**src/gb3_pkg.sv**
```systemverilog
`default_nettype none

package gb3_pkg;

  localparam int MAX_WIDTH  = 1024;
  localparam int MAX_HEIGHT = 1024;

  localparam int CH_W      = 8;
  localparam int PIX_W     = 3 * CH_W;
  localparam int DIM_W     = 11;
  localparam int CFG_IDX_W = 2;
  localparam int SUM_W     = CH_W + 4;

  localparam int COL_W  = $clog2(MAX_WIDTH);
  localparam int WCNT_W = $clog2(MAX_WIDTH + 1);
  localparam int HCNT_W = $clog2(MAX_HEIGHT + 1);
  // The row counter runs one past the frame height while the last row drains.
  localparam int ROW_W  = $clog2(MAX_HEIGHT + 2);

  localparam int REG_FRAME_WIDTH  = 0;
  localparam int REG_FRAME_HEIGHT = 1;

  typedef logic [CH_W-1:0]      chan_t;
  typedef logic [PIX_W-1:0]     pix_t;
  typedef logic [2*PIX_W-1:0]   line_word_t;
  typedef logic [DIM_W-1:0]     dim_t;
  typedef logic [CFG_IDX_W-1:0] cfg_idx_t;
  typedef logic [COL_W-1:0]     col_t;
  typedef logic [ROW_W-1:0]     row_t;
  typedef logic [WCNT_W-1:0]    wcnt_t;
  typedef logic [HCNT_W-1:0]    hcnt_t;
  typedef logic [SUM_W-1:0]     sum_t;

  // Window taps, indexed [row][column]; row 2 is the newest row, column 2 the newest column.
  typedef logic [2:0][2:0][PIX_W-1:0] window_t;

  typedef struct packed {
    logic top_clamp;
    logic left_clamp;
    logic right_clamp;
  } tap_ctrl_t;

endpackage

`default_nettype wire

```
**src/gb3_blur.sv**
```systemverilog
`default_nettype none

module gb3_blur (
  input  wire gb3_pkg::window_t   wnd,
  input  wire gb3_pkg::tap_ctrl_t ctl,
  output gb3_pkg::pix_t           result
);

  gb3_pkg::window_t taps;

  // Clamp at the frame edges by repeating the center row or column.
  always_comb begin
    for (int r = 0; r < 3; r++) begin
      if (r == 0 && ctl.top_clamp) begin
        taps[r] = wnd[1];
      end else begin
        taps[r] = wnd[r];
      end
    end
    for (int r = 0; r < 3; r++) begin
      if (ctl.left_clamp) begin
        taps[r][0] = taps[r][1];
      end
      if (ctl.right_clamp) begin
        taps[r][2] = taps[r][1];
      end
    end
  end

  for (genvar k = 0; k < 3; k++) begin : g_chan
    gb3_pkg::sum_t row_sum [3];
    gb3_pkg::sum_t total;

    always_comb begin
      for (int r = 0; r < 3; r++) begin
        row_sum[r] = gb3_pkg::sum_t'(taps[r][0][k*gb3_pkg::CH_W +: gb3_pkg::CH_W])
                   + (gb3_pkg::sum_t'(taps[r][1][k*gb3_pkg::CH_W +: gb3_pkg::CH_W]) << 1)
                   + gb3_pkg::sum_t'(taps[r][2][k*gb3_pkg::CH_W +: gb3_pkg::CH_W]);
      end
      total = row_sum[0] + (row_sum[1] << 1) + row_sum[2];
    end

    assign result[k*gb3_pkg::CH_W +: gb3_pkg::CH_W] = total[gb3_pkg::SUM_W-1 -: gb3_pkg::CH_W];
  end

endmodule

`default_nettype wire

```
**config.mk**
```make
export PLATFORM = sky130hd
export DESIGN_NAME = gb3_blur
export DESIGN_NICKNAME = d
export VERILOG_FILES = /design/src/gb3_pkg.sv /design/src/gb3_blur.sv
export SDC_FILE = /design/constraint.sdc
export NUM_CORES = 1
export LEC_CHECK = 0
export BUFFER_PORTS_ARGS = -buffer_cell sky130_fd_sc_hd__buf_2
export CELL_PAD_IN_SITES_DETAIL_PLACEMENT = 0
export CELL_PAD_IN_SITES_GLOBAL_PLACEMENT = 1
export CORE_ASPECT_RATIO = 2
export CORE_MARGIN = 2
export CORE_UTILIZATION = 30
export DETAILED_ROUTE_END_ITERATION = 7
export GPL_TIMING_DRIVEN = 0
export PLACE_DENSITY_LB_ADDON = 0.25
export SYNTH_ARGS = -nofsm -noshare
export SYNTH_HDL_FRONTEND = slang
export SYNTH_SLANG_ARGS = --single-unit
```
**constraint.sdc**
```tcl
create_clock -name vclk -period 9.7
set_clock_uncertainty 0.1 [all_clocks]
set_input_delay 0 -clock vclk [all_inputs]
set_output_delay 0 -clock vclk [all_outputs]
set_load 0.03 [all_outputs]
```
==> results by stage <==
STA:
- The normalized max-slew margin is 0.401.
- The final-report setup violation count is 0.
- The transition time of the tightest slew-check pin is 898 ps.
- The setup total negative slack is 0 ps.
- The worst path setup slack after routing is approximately 3500 ps.
- The highest achievable clock rate is 162 MHz.
- In the finished design, the share of the clock period the worst path needs comes to 0.636.
- Setup repair after global routing left no endpoint under its margin.
- The number of hold violations in the final report is 0.
- The number of slew-limit violations in the final report was 0.
- The smallest clock period supported by the final layout is computed as 6170 ps.

Logic synthesis:
- The cell taking the most area after synthesis is fa_1.
- Ranked by total cell area, the synthesized netlist is headed by fa_1 (31%), ha_1 (13%), mux2_2 (13%), mux2i_1 (9.0%), inv_1 (7.5%).
- The share of the Yosys chip area taken by registers is 0.
- The synthesized netlist contains 56 unique library cells.
- After synthesis, the mean cell area works out to 9.06 µm².
- The post-synthesis instance total is 870.
- The share of synthesized area in the top cell type comes to 0.312.
- The total of warnings raised by yosys is 0.
- When the netlist entered floorplanning its net count stood at 1294.
- The post-synth design cell area is 7890 µm².

Drt:
- The number of DRC markers in iteration 0 is around 270.
- In the routed design, unresolved DRC markers number 0.
- Before antenna repair, the detailed router went through 4 iterations.
- The post-detailed-route via-to-cell ratio is 4.78.
- Dividing the detail-routed wire length by the instance count gives 17.5 µm.
- Across all layers, the routed design uses 6943 vias.
- After detailed routing, the total wire length is 25.5 mm.
- The post-detailed-route count of antenna-violating nets is 0.

Global routing:
- The remaining global-route overflow is 0.
- For this run, the total global-route usage over all layers was measured as 0.182.
- The first-pass GRT wire length is ~40 mm.
- The most used routing layer in global routing is met2.
- In the global route stage, met3 resource usage came out at 0.0188.
- The number of antenna violations at the first check in global routing is 0.
- The number of global-route vias before repair is 7564.
- For this run, global-route usage on met1 was measured as 0.237.
- The global routing met2 resource utilization is 0.333.
- Entering global routing, the biggest net connects 11 pins.

Finish:
- The final design utilization is 0.365.
- The count of flip-flops and latches is 0.
- The number of antenna diodes in the final layout is 0.
- Leaving out filler cells and counting taps, the final layout contains around 1500.
- In the final design database the tool counted about 1500 nets.
- In the final layout, the share of cells above drive strength 1 is 0.333.
- The area of all sequential standard cells is 0 µm².
- The layout has 0 clock buffers.
- Fill cells in the final layout number 2800.
- The area added between synthesis and finish is 20.7%.

Die:
- The x dimension of the die is 119 µm.
- The floorplan has 84 rows.
- The floorplan step defined a die boundary enclosing 27700 µm².
- The number of top-level pins is between 200 and 250.
- The vertical extent of the die is 233 µm.
- The total area inside the core boundary comes to roughly 26000 µm².
- The starting utilization of the core area is 0.303.

Job:
- Max-cap violations in this run came to 0.

Critical path:
- The type of element capturing the critical path is an output port.
- The critical path goes through clkbuf_1, buf_2, mux2_2, fa_1, ha_1, inv_1, fa_1, nor2b_1, o21ai_0, a21boi_0, o21ai_0, a21oi_1, fa_1, ha_1, fa_1, ha_1, ha_1, nor2b_1, a41o_2, and4b_1, nor3_2, buf_2.
- The maximum net fanout on the critical path is 10.
- The worst setup path is launched from an input port.
- The cell class contributing the biggest share of worst-path delay is adder cells.
- The library cell contributing the largest single delay on the critical path is fa_1.
- The critical path starts at ctl[0].
- The number of buffers and inverters on the critical path is 4.
- For the worst setup path, the data arrival time is 6070 ps.
- For this run, the slowest stage of the critical path takes around 520 ps.
- The critical path class is in -> out.
- STA puts the critical path data required time at 9600 ps.

Outcome:
- The flow ran to the end, and the final reports show no timing, DRC or antenna violations.

Hold path:
- The tightest min-delay check is of the in -> out type.
- The startpoint identified for the worst hold timing path is wnd[119].

CTS:
- The count of cells resized by post-cts repair is 0.
- The post-CTS repair timing setup buffer count is 0.
- After clock tree synthesis, the flow added hold-fix buffers numbering 0.

Placement:
- The HPWL after detailed placement is 22.4 mm.
- The count of buffers added on input and output ports is 240.
- The pre-CTS setup slack is 3520 ps.
- The global placement routability congestion is 0.815.
- Counting tap cells, the placed design contains a total of 1454 instances.
-- cell usage in the layout (no fill, tap or decap), drive strengths merged, types with 2 or more instances in the layout --
cell type	n
o21ba	2
and3	3
xnor2	21
and4b	2
fa	123
or3	2
o41ai	2
mux2i	71
nand3	4
buf	263
nor2b	16
a211oi	14
a21boi	3
nor3	3
nand2	28
xor2	25
o21bai	3
o31ai	3
or2	6
inv	158
nand2b	7
clkbuf	8
nor2	45
a21o	12
o21ai	42
o22ai	5
mux2	90
ha	82
o21a	2
a21oi	47
-- area by class of cell --
class                      count  area (µm²)  area share
buffer                        31         146      0.0154
multi-input combinational    681        7150       0.751
inverter                     158         593      0.0623
timing repair buffer         240        1200       0.126
tap                          344         430      0.0452
-- synthesized netlist by cell type, types with 18 or more instances --
cell type	instances
mux2i_1	71
mux2_2	90
o21ai_0	37
ha_1	82
xor2_1	25
nor2_1	44
xnor2_1	21
inv_1	158
a21oi_1	46
fa_1	123
buf_2	18
nand2_1	28
-- worst paths after layout --
kind  cells after the start         end  slack, ps
max                      22   result[7]       3530
min                       7  result[23]        780
-- kinds of logic after synthesis --
group                    after synthesis  share of synthesized area
adder cells (fa/ha/maj)              205                      0.442
multiplexers                         161                      0.219
XOR/XNOR                              46                     0.0511
AND/OR/NAND/NOR                      122                     0.0763
buffers and inverters                189                     0.0938
AO/OA/AOI/OAI                        147                      0.118
-- routing by layer --
metal,wire length (µm),part of all wire
met1,10900,0.43
met5,0,0
met2,12800,0.50
met3,1380,0.054
met4,382,0.015
-- metrics by stage --
step           instance area [µm²]  hold slack [ps]
2_1_floorplan                 7890              503
3_5_place_dp                  9520              780
6_report                      9520              778
4_1_cts                       9520              785
5_1_grt                       9520              819
3_3_place_gp                  9520              785
Power is not shown: default switching activity piles up to over one toggle a cycle in this logic, so the estimate is an artifact.
